### src/ble_pkg.sv
// ----------------------------------------------------------------------------
// ble_pkg
// Shared types, constants and the discharge curve of the battery level
// estimator.
// ----------------------------------------------------------------------------
package ble_pkg;

	localparam int SAMPLE_W     = 12;
	localparam int MV_W         = 14;
	localparam int PCT_W        = 7;
	localparam int CFG_IDX_W    = 1;
	localparam int CFG_DATA_W   = 14;
	localparam int CURVE_MV_W   = 13;
	localparam int CURVE_POINTS = 13;
	localparam int SEG_W        = 4;
	localparam int PCT_NUM_W    = 12;
	localparam int ADC_FS_MV    = 3300;
	localparam int ADC_BITS     = 12;
	localparam int CONV_W       = SAMPLE_W + ADC_BITS;

	localparam int DEF_SAMPLES_PER_READ = 8;
	localparam int DEF_DIVIDER_RATIO    = 3;

	localparam logic [MV_W-1:0]       MV_MAX         = 14'd16383;
	localparam logic [MV_W-1:0]       USB_THRESH_RST = 14'd4350;
	localparam logic [PCT_W-1:0]      PCT_FULL       = 7'd100;
	localparam logic [PCT_W-1:0]      PCT_EMPTY      = 7'd0;

	localparam logic [CFG_IDX_W-1:0] REG_INPUT_IS_RAW = 1'd0;
	localparam logic [CFG_IDX_W-1:0] REG_USB_THRESH   = 1'd1;

	localparam logic [CURVE_MV_W-1:0] CURVE_MV [CURVE_POINTS] = '{
		13'd4150, 13'd4080, 13'd4000, 13'd3900, 13'd3850, 13'd3800, 13'd3750,
		13'd3700, 13'd3650, 13'd3600, 13'd3500, 13'd3400, 13'd3300
	};
	localparam logic [PCT_W-1:0] CURVE_PCT [CURVE_POINTS] = '{
		7'd100, 7'd92, 7'd84, 7'd70, 7'd62, 7'd54, 7'd46,
		7'd38, 7'd29, 7'd20, 7'd10, 7'd5, 7'd0
	};

	typedef enum logic [2:0] {
		ST_IDLE,
		ST_ACC,
		ST_AVG,
		ST_AVG_WAIT,
		ST_SEG,
		ST_PCT,
		ST_PCT_WAIT,
		ST_OUT
	} ble_state_t;

endpackage

### src/ble_divider.sv
// ----------------------------------------------------------------------------
// ble_divider
// Restoring unsigned divider, one quotient bit per cycle.
// ----------------------------------------------------------------------------
module ble_divider #(
	parameter int W = 20
) (
	input  logic         clk,
	input  logic         arst_n,
	input  logic         start,
	input  logic [W-1:0] num,
	input  logic [W-1:0] den,
	output logic         busy,
	output logic [W-1:0] quo
);

	localparam int CNT_W = $clog2(W + 1);

	logic [W-1:0]     rem_q;
	logic [W-1:0]     quo_q;
	logic [W-1:0]     den_q;
	logic [CNT_W-1:0] cnt_q;
	logic             busy_q;
	logic [W:0]       shifted;
	logic [W:0]       diff;

	assign shifted = {rem_q, quo_q[W-1]};
	assign diff    = shifted - {1'b0, den_q};

	always_ff @(posedge clk or negedge arst_n) begin
		if (!arst_n) begin
			busy_q <= 1'b0;
			cnt_q  <= '0;
		end else if (start) begin
			busy_q <= 1'b1;
			cnt_q  <= CNT_W'(W);
		end else if (busy_q) begin
			cnt_q <= cnt_q - 1'b1;
			if (cnt_q == CNT_W'(1)) begin
				busy_q <= 1'b0;
			end
		end
	end

	always_ff @(posedge clk) begin
		if (start) begin
			rem_q <= '0;
			quo_q <= num;
			den_q <= den;
		end else if (busy_q) begin
			if (!diff[W]) begin
				rem_q <= diff[W-1:0];
				quo_q <= {quo_q[W-2:0], 1'b1};
			end else begin
				rem_q <= shifted[W-1:0];
				quo_q <= {quo_q[W-2:0], 1'b0};
			end
		end
	end

	assign busy = busy_q;
	assign quo  = quo_q;

endmodule

### src/battery_level_estimator_core.sv
// ----------------------------------------------------------------------------
// battery_level_estimator_core
// Averages bursts of ADC samples and maps the result to a charge percent.
// ----------------------------------------------------------------------------
// Each accepted sample is captured, then converted and accumulated, before
// the next is accepted. The last sample of a burst starts the result
// sequence: up to two divisions on one shared restoring divider, one quotient
// bit per cycle, DIV_W bits wide (at least the width of DIVIDER_RATIO times
// the largest burst sum; 17 bits at the defaults). Results at or beyond the
// ends of the curve skip the second division. A finished result sits in the
// output register while the next burst is accepted.
// ----------------------------------------------------------------------------
module battery_level_estimator_core import ble_pkg::*; #(
	parameter int SAMPLES_PER_READ = DEF_SAMPLES_PER_READ,
	parameter int DIVIDER_RATIO    = DEF_DIVIDER_RATIO
) (
	input  logic                  clk,
	input  logic                  arst_n,
	input  logic                  cfg_we,
	input  logic [CFG_IDX_W-1:0]  cfg_index,
	input  logic [CFG_DATA_W-1:0] cfg_wdata,
	input  logic                  s_axis_tvalid,
	output logic                  s_axis_tready,
	input  logic [15:0]           s_axis_tdata,  // [11:0] sample
	input  logic                  s_axis_tuser,  // [0] sample_ok
	output logic                  m_axis_tvalid,
	input  logic                  m_axis_tready,
	output logic [23:0]           m_axis_tdata,  // [13:0] system_mv, [20:14] percent, [21] on_usb
	output logic                  m_axis_tuser   // [0] read_ok
);

	localparam int MAX_SAMPLE = (2 ** SAMPLE_W) - 1;
	localparam int SUM_W      = $clog2(SAMPLES_PER_READ * MAX_SAMPLE + 1);
	localparam int CNT_W      = $clog2(SAMPLES_PER_READ + 1);
	localparam int NUM_W      = $clog2(DIVIDER_RATIO * SAMPLES_PER_READ * MAX_SAMPLE + 1);
	localparam int DIV_A      = (NUM_W > PCT_NUM_W) ? NUM_W : PCT_NUM_W;
	localparam int DIV_W      = (DIV_A > MV_W) ? DIV_A : MV_W;

	ble_state_t state_q, state_d;

	logic                  raw_q;
	logic [MV_W-1:0]       thresh_q;
	logic [SAMPLE_W-1:0]   sample_q;
	logic                  ok_q;
	logic [CNT_W-1:0]      pos_q;
	logic [SUM_W-1:0]      sum_q;
	logic [CNT_W-1:0]      good_q;
	logic [MV_W-1:0]       sys_q;
	logic [PCT_W-1:0]      pct_q;
	logic                  rok_q;
	logic [SEG_W-1:0]      seg_q;
	logic                  out_valid_q;
	logic [MV_W-1:0]       out_mv_q;
	logic [PCT_W-1:0]      out_pct_q;
	logic                  out_usb_q;
	logic                  out_rok_q;

	logic [CONV_W-1:0]     conv_prod;
	logic [SAMPLE_W-1:0]   mv_in;
	logic                  last_sample;
	logic                  out_free;
	logic [SEG_W-1:0]      seg_d;
	logic [CURVE_MV_W-1:0] seg_lo;
	logic [CURVE_MV_W-1:0] seg_span;
	logic [PCT_W-1:0]      seg_dpct;
	logic [PCT_NUM_W-1:0]  pct_num;
	logic                  div_start;
	logic [DIV_W-1:0]      div_num;
	logic [DIV_W-1:0]      div_den;
	logic                  div_busy;
	logic [DIV_W-1:0]      div_quo;

	assign conv_prod   = CONV_W'(sample_q) * CONV_W'(ADC_FS_MV);
	assign mv_in       = raw_q ? conv_prod[CONV_W-1:ADC_BITS] : sample_q;
	assign last_sample = (pos_q + 1'b1) == CNT_W'(SAMPLES_PER_READ);
	assign out_free    = !out_valid_q || m_axis_tready;

	// lowest-index curve point at or below the voltage
	always_comb begin
		seg_d = SEG_W'(CURVE_POINTS - 1);
		for (int i = CURVE_POINTS - 1; i >= 1; i--) begin
			if ({1'b0, sys_q} >= (MV_W + 1)'(CURVE_MV[i])) begin
				seg_d = SEG_W'(i);
			end
		end
	end

	assign seg_lo   = CURVE_MV[seg_q];
	assign seg_span = CURVE_MV[SEG_W'(seg_q - 1'b1)] - seg_lo;
	assign seg_dpct = CURVE_PCT[SEG_W'(seg_q - 1'b1)] - CURVE_PCT[seg_q];
	assign pct_num  = ((PCT_NUM_W'(sys_q) - PCT_NUM_W'(seg_lo)) * PCT_NUM_W'(seg_dpct)
		* PCT_NUM_W'(2)) + PCT_NUM_W'(seg_span);

	always_comb begin
		if (state_q == ST_AVG) begin
			div_num = DIV_W'(NUM_W'(DIVIDER_RATIO) * NUM_W'(sum_q));
			div_den = DIV_W'(good_q);
		end else begin
			div_num = DIV_W'(pct_num);
			div_den = DIV_W'({seg_span, 1'b0});
		end
	end

	ble_divider #(
		.W(DIV_W)
	) u_div (
		.clk    (clk),
		.arst_n (arst_n),
		.start  (div_start),
		.num    (div_num),
		.den    (div_den),
		.busy   (div_busy),
		.quo    (div_quo)
	);

	always_comb begin
		state_d   = state_q;
		div_start = 1'b0;
		case (state_q)
			ST_IDLE: begin
				if (s_axis_tvalid) state_d = ST_ACC;
			end
			ST_ACC: begin
				state_d = last_sample ? ST_AVG : ST_IDLE;
			end
			ST_AVG: begin
				if (good_q == '0) begin
					state_d = ST_OUT;
				end else begin
					div_start = 1'b1;
					state_d   = ST_AVG_WAIT;
				end
			end
			ST_AVG_WAIT: begin
				if (!div_busy) state_d = ST_SEG;
			end
			ST_SEG: begin
				if ({1'b0, sys_q} >= (MV_W + 1)'(CURVE_MV[0]) ||
				    {1'b0, sys_q} <= (MV_W + 1)'(CURVE_MV[CURVE_POINTS - 1])) begin
					state_d = ST_OUT;
				end else begin
					state_d = ST_PCT;
				end
			end
			ST_PCT: begin
				div_start = 1'b1;
				state_d   = ST_PCT_WAIT;
			end
			ST_PCT_WAIT: begin
				if (!div_busy) state_d = ST_OUT;
			end
			ST_OUT: begin
				if (out_free) state_d = ST_IDLE;
			end
			default: begin
				state_d = ST_IDLE;
			end
		endcase
	end

	always_ff @(posedge clk or negedge arst_n) begin
		if (!arst_n) begin
			state_q <= ST_IDLE;
		end else begin
			state_q <= state_d;
		end
	end

	always_ff @(posedge clk or negedge arst_n) begin
		if (!arst_n) begin
			raw_q    <= 1'b0;
			thresh_q <= USB_THRESH_RST;
		end else if (cfg_we) begin
			case (cfg_index)
				REG_INPUT_IS_RAW: raw_q    <= cfg_wdata[0];
				REG_USB_THRESH:   thresh_q <= cfg_wdata[MV_W-1:0];
				default: begin
				end
			endcase
		end
	end

	always_ff @(posedge clk or negedge arst_n) begin
		if (!arst_n) begin
			pos_q  <= '0;
			sum_q  <= '0;
			good_q <= '0;
		end else if (state_q == ST_ACC) begin
			pos_q <= pos_q + 1'b1;
			if (ok_q) begin
				sum_q  <= sum_q + SUM_W'(mv_in);
				good_q <= good_q + 1'b1;
			end
		end else if (state_q == ST_OUT && out_free) begin
			pos_q  <= '0;
			sum_q  <= '0;
			good_q <= '0;
		end
	end

	always_ff @(posedge clk) begin
		case (state_q)
			ST_IDLE: begin
				sample_q <= s_axis_tdata[SAMPLE_W-1:0];
				ok_q     <= s_axis_tuser;
			end
			ST_AVG: begin
				rok_q <= 1'b0;
				sys_q <= '0;
				pct_q <= PCT_EMPTY;
			end
			ST_AVG_WAIT: begin
				rok_q <= 1'b1;
				sys_q <= (div_quo > DIV_W'(MV_MAX)) ? MV_MAX : div_quo[MV_W-1:0];
			end
			ST_SEG: begin
				seg_q <= seg_d;
				pct_q <= ({1'b0, sys_q} >= (MV_W + 1)'(CURVE_MV[0])) ? PCT_FULL : PCT_EMPTY;
			end
			ST_PCT_WAIT: begin
				pct_q <= CURVE_PCT[seg_q] + div_quo[PCT_W-1:0];
			end
			default: begin
			end
		endcase
	end

	always_ff @(posedge clk or negedge arst_n) begin
		if (!arst_n) begin
			out_valid_q <= 1'b0;
		end else if (state_q == ST_OUT && out_free) begin
			out_valid_q <= 1'b1;
		end else if (m_axis_tready) begin
			out_valid_q <= 1'b0;
		end
	end

	always_ff @(posedge clk) begin
		if (state_q == ST_OUT && out_free) begin
			out_rok_q <= rok_q;
			out_mv_q  <= sys_q;
			out_pct_q <= pct_q;
			out_usb_q <= rok_q && (sys_q >= thresh_q);
		end
	end

	assign s_axis_tready = (state_q == ST_IDLE);
	assign m_axis_tvalid = out_valid_q;
	assign m_axis_tdata  = {2'b00, out_usb_q, out_pct_q, out_mv_q};
	assign m_axis_tuser  = out_rok_q;

endmodule
### config.mk
export PLATFORM = sky130hd
export DESIGN_NAME = battery_level_estimator_core
export DESIGN_NICKNAME = d
export VERILOG_FILES = /design/src/ble_pkg.sv /design/src/ble_divider.sv /design/src/battery_level_estimator_core.sv
export SDC_FILE = /design/constraint.sdc
export NUM_CORES = 1
export LEC_CHECK = 0
export BUFFER_PORTS_ARGS = -buffer_cell sky130_fd_sc_hd__buf_4
export CORE_MARGIN = 10
export CORE_UTILIZATION = 55
export DETAILED_ROUTE_END_ITERATION = 16
export PLACE_DENSITY = 0.72
export SYNTH_ARGS = -nofsm -noshare
export SYNTH_HDL_FRONTEND = slang
export SYNTH_SLANG_ARGS = --single-unit
### constraint.sdc
create_clock -name clk -period 10.3 [get_ports clk]
set_clock_uncertainty 0.05 [all_clocks]
set_input_delay 2.06 -clock clk [delete_from_list [all_inputs] [get_ports clk]]
set_output_delay 2.06 -clock clk [all_outputs]
set_load 0.03 [all_outputs]
[Word level (Yosys, flattened, before mapping)]
Memories as Yosys holds them, arrays and structs flattened.
Index checks and enable logic that the tools add are counted.
Widths: inputs -> output; s select.
Word-level totals
  flip-flop bits (word level): 161
  memory bits (read-only): 640
  bits of input ports: 37
  output and inout port bits: 27
  logic and storage cells: 150
  memories kept: 4
Memories
  (no name shown): depth 16, bits a word 13, rd ports 1, clocked after memory_dff 0, write ports 0, line battery_level_estimator_core.sv:89  | assign seg_span = CURVE_MV[SEG_W'(seg_q - 1'b1)] - seg_lo;
  (no name shown): depth 16, bits a word 13, rd ports 1, clocked after memory_dff 0, write ports 0, line battery_level_estimator_core.sv:88  | assign seg_lo = CURVE_MV[seg_q];
  (no name shown): depth 16, bits a word 7, rd ports 1, clocked after memory_dff 0, write ports 0, line battery_level_estimator_core.sv:221  | pct_q <= CURVE_PCT[seg_q] + div_quo[PCT_W-1:0];
  (no name shown): depth 16, bits a word 7, rd ports 1, clocked after memory_dff 0, write ports 0, line battery_level_estimator_core.sv:90  | assign seg_dpct = CURVE_PCT[SEG_W'(seg_q - 1'b1)] - CURVE_PCT[seg_q];
Operators by class
  $add $sub $neg: 11
  multipliers: 3
  order comparisons: 17
  equality and inequality tests: 14
  muxes and demuxes: 54
  bitwise gates (word level): 3
  reduce and logical (&&, ||, !) cells: 18
Operator list (count)
  $ge 14x12->1 const B: 11
  $mux 17: 4
  $mux 13: 4
  $mux 15: 3
  $mux 3: 13
  $mux 7: 5
  $pmux 14 s2: 1
  $pmux 3 s8: 1
  $mul 12x10->22 const B: 1
  $pmux 7 s3: 1
  $mux 4: 5
  $sub 18x17->18: 1
  $gt 17x14->1 const B: 1
  $mul 2x15->17 const A: 1
  $add 15x12->15: 1
  $ge 14x13->1 const B: 1
  $ge 14x14->1: 1
  $le 14x12->1 const B: 1
  $mux 14: 1
  $sub 13x13->13: 1
  $add 12x12->12: 1
  $eq 3x3->1 const B: 4
  $mul 12x7->11: 1
  $mux 12: 1
  other kinds (29): 55

[Logic depth before layout (Yosys ltp)]
  depth after elaboration: 11
  gate-level depth with buffers: 36
  gate-level depth less buffers: 35

[By module]
A second synthesis with hierarchy kept.
Second synthesis, totals
  cell total of the unflattened synthesis: 1616
  area, all modules: 15031.9 µm²
By module, submodules not included
  battery_level_estimator_core: instances 1, cells each 1309, area an instance 11792.6 µm², seq. area each 2922.8 µm²
  ble_divider: instances 1, cells each 307, area an instance 3239.4 µm², seq. area each 1511.4 µm²

[Worst setup path before layout]
OpenSTA, ideal clock, no wires.
  path kind: reg2reg
  start point: reg seg_q[1]
  end point: reg u_div.quo_q[11], in the netlist u_div.quo[11] (data pin)
  setup time: 0.257 ns
  arrival time: 7.331 ns
  required time: 9.993 ns
  setup slack: 2.662 ns
  cell stages (with the launch flop): 34
  path buffers: 2
  period minus slack after synthesis: 7.638 ns
  cells stage by stage: edfxtp_1 clkbuf_1 inv_1 ha_1 inv_1 ha_1 clkbuf_1 nor2_1 o21ai_0 ha_1 fa_1 nor2b_1 o31ai_1 a21oi_1 xor2_1 nand2_1 fa_1 fa_1 inv_1 fa_1 inv_1 fa_1 inv_1 ha_1 a21oi_1 xnor2_1 ha_1 o41ai_1 o21ai_0 xor2_1 xnor2_1 xnor2_1 nand2_1 a21oi_2
Between the ends
  word-level cells in the longest chain between the ends: 10
  elaborated cells between the ends (all ways): 22
  classes of those cells: add/sub (5); mul (1); mux (10); bitwise (2); memory (4)
RTL lines
  from (decl): line battery_level_estimator_core.sv:51  | logic [SEG_W-1:0] seg_q;
  from (signal assigned): line battery_level_estimator_core.sv:217  | seg_q <= seg_d;
  $sub 4x1->4: line battery_level_estimator_core.sv:89, battery_level_estimator_core.sv:90
  $not 4->5 (implied by the code): line battery_level_estimator_core.sv:89, battery_level_estimator_core.sv:90
  $mem_v2 16x7
  $mux 7 (implied by the code) (2 in series): line battery_level_estimator_core.sv:90
  $sub 7x7->7: line battery_level_estimator_core.sv:90
  $mul 12x7->11: line battery_level_estimator_core.sv:91  | assign pct_num = ((PCT_NUM_W'(sys_q) - PCT_NUM_W'(seg_lo)) * PCT_NUM_W'(seg_dpct)
  $add 12x12->12 *: line battery_level_estimator_core.sv:92  | * PCT_NUM_W'(2)) + PCT_NUM_W'(seg_span);
  $mux 17 *: line battery_level_estimator_core.sv:95  | if (state_q == ST_AVG) begin
  $mux 17 *: line ble_divider.sv:46  | if (start) begin
  to (signal assigned): line ble_divider.sv:48  | quo_q <= num;
  to (signal assigned): line ble_divider.sv:53  | quo_q <= {quo_q[W-2:0], 1'b1};
  to (signal assigned): line ble_divider.sv:56  | quo_q <= {quo_q[W-2:0], 1'b0};
  to (decl): line ble_divider.sv:20  | logic [W-1:0] quo_q;
Every way passes the cells marked *; elsewhere a longest branch is shown, timed or not. The select of a mux whose other input is x is not followed.
A chain may end at the register's enable or synchronous reset.

[Worst setup path after layout]
  start point: reg seg_q[0]
  end point: reg u_div.quo_q[11], in the netlist u_div.quo[11] (data pin)
The elaborated chain is that of the path after synthesis.

==> metrics.cfg <==
[run_status]
status=finished clean

[cells_and_area]
drive_above_1_share_pct=9.51
area_delta_synth_final_pct=8.81
n_fill_cell=2213
final_nets=1915
fin_util_pct=60.8
diodes=0

[floorplan]
ios=64
initial_core_util_pct=55.9
die_h_um=183
core_mm2=0.0261
die_w_um=183
die_area_mm2=0.0334
rows=59

[timing]
final.period_utilization_pct=84.4
worst_pin_slew_ps=1160
final-hold-violation-count=0
setup_viol_count_final=0
relSlewSlack_pct=22.2
tns_ps=0
max_freq_mhz=115
slew_violations=0
rsz0062_at_grt=false
min_period_ps=8690

[logic_synthesis]
yosys.area_share.simple_pct=13.9
synth_top_family_by_area=adder cells
synth-adder-area-share_pct=25.8
synthXorXnorAreaFrac_pct=6.04
synth_top_flop_cell=edfxtp_1
synth.distinct_cells=81
yosys_warnings=0
ys_seq_area_share_pct=29.8
postSynthAreaPerCell_um2=9.23
ys_ff_latch=158
synth_compound_area_share_pct=15.5
synth_edf_count=93
netlist_area_mm2=0.0146
synthCells=1577
synthArstFlopShare_pct=30.4
synth_mux_area_share_pct=2.46

[clock_tree]
cts_tree=yes
post_cts_buffers=0
cts-buffers-inserted=17
cts-root-buf=clkbuf_16
clock-sinks=158
cts_resized=0
clkLatencyLatePin_ps=430
hold_buffers=0
clk_path_buf_depth=2
cts_max_level=4
path_clk_slew_ps=70

[place]
gp_congestion=0.905
hpwl_mm=25.7
port_buffers=57

[worst_setup_path]
cp-start-kind=flip-flop
crit_path_max_fanout=13
critical_path.top_delay_family=adder cells
worstSetupPathType=reg2reg
endpoint_kind=flip-flop
worst_ep_arrival_time_ps=8910
slowest_delay_ps=580
cp.required_ps=10530
crit_slowest_cell=edfxtp_1
crit_buf_inv=6

[grt]
overflow=0
antenna_found_initial=0
grt_util_all_layers_pct=19.8
grt_max_degree=50
grt_pass1_vias=11100
grt_pass1_wl_mm=54.4

[hold_path]
hold_path.class=reg2reg

[drt]
wl_per_cell_um=16.8
drt_iter0_drc=827
viasPerCell=5.68
firstDrtPassIters=5
detail-route-antenna-nets=0
post-route-drc-count=0
routed_wl_mm=33.0
vias=11200

[job]
maxCapViolCount=0

==> synthesized netlist by cell type, drive strengths merged, types with 9 or more instances <==
cell	count	area share [%]
edfxtp	93	19
mux2i	11	0.76
o22ai	9	0.39
xnor2	68	4.1
xor2	29	1.7
buf	13	0.55
nor2	138	3.6
nand2	112	2.9
a31oi	13	0.60
o31ai	10	0.61
or2	11	0.47
nor2b	34	1.5
ha	196	17
o21a	29	1.5
fa	65	8.9
and2	16	0.69
clkbuf	32	0.82
o21ai	108	3.7
a21oi	97	3.4
nand3	22	0.79
nor3	26	0.93
o21bai	9	0.46
mux2	22	1.7
nand2b	18	0.77
dfrtp	40	6.9
dfxtp	17	2.3
a21o	26	1.3
inv	195	5.0
==> through the flow <==
step	instances	instance area [um2]	hold WS, ps	setup slack [ps]
3_5_place_dp	1933	15300	355	1780
6_report	1965	15800	369	1610
2_1_floorplan	1578	14600	350	2660
4_1_cts	1965	15800	370	1740
3_3_place_gp	1933	15300	353	1910
5_1_grt	1965	15800	375	965
==> layout make-up <==
class	count	area (um2)	share of cell area [%]
Multi-Input combinational cell	1178	9300	58.7
Sequential cell	158	4340	27.4
Inverter	197	739	4.67
Timing Repair Buffer	65	488	3.08
Clock buffer	19	454	2.87
Tap cell	335	419	2.65
Clock inverter	13	98.8	0.624
==> cells in the final DEF, fill, tap and decap left out, types with 11 or more instances in the layout <==
cell type  count
edfxtp_1      93
o21ai_1       13
ha_1         196
nor2_1       136
mux2i_1       11
nor2b_1       33
a21o_1        25
and2_1        16
nand2b_1      18
mux2_2        22
a21oi_1       95
xor2_1        29
dfxtp_1       17
nand2_1      112
o21ai_0       95
o21a_1        29
fa_1          65
dfrtp_1       40
xnor2_1       66
clkbuf_16     18
buf_4         65
nand3_1       21
inv_1        194
nor3_1        24
a31oi_1       12
==> sequential cells by signal (all words and copies together), names as in the netlist, 12 cells and up <==
register / count
u_div.quo: 17
u_div.rem_q: 17
sum_q: 15
out_mv_q: 14
sys_q: 14
thresh_q: 14
u_div.den_q: 14
sample_q: 12
==> routing by layer <==
layer | part of all wire (%) | wire, um | vias up | global-route usage, %
met5 | 0 | 0 | - | 0
met4 | 2.8 | 933 | 0 | 7.58
met3 | 5.6 | 1850 | 61 | 3.32
met2 | 47 | 15500 | 312 | 33.0
met1 | 44 | 14600 | 5266 | 25.2
li1 | - | - | 5521 | -
==> final timing paths <==
path	slack, ps	end	startpoint	cells past startpoint
min in group asynchronous	1620	u_div.cnt_q[4]	arst_n	1
hold / removal	370	out_pct_q[0]	pct_q[0]	0
max in group asynchronous	8130	pos_q[3]	arst_n	1
setup / recovery	1610	u_div.quo[11]	seg_q[0]	31
hold reg to reg	370	out_pct_q[0]	pct_q[0]	0
setup reg to reg	1610	u_div.quo[11]	seg_q[0]	31
==> logic make-up (layout without fill, tap and decap cells) <==
family,Yosys count,in the layout
and+or+nand+nor,423,423
AOI/OAI and AO/OA,361,361
adders and majority gates,261,261
buffers and inverters,242,294
DFF,158,158
xor gates and xnor gates,98,98
muxes,33,33
other,1,2
Power is not shown: default switching activity piles up to over one toggle a cycle in this logic, so the estimate is an artifact.
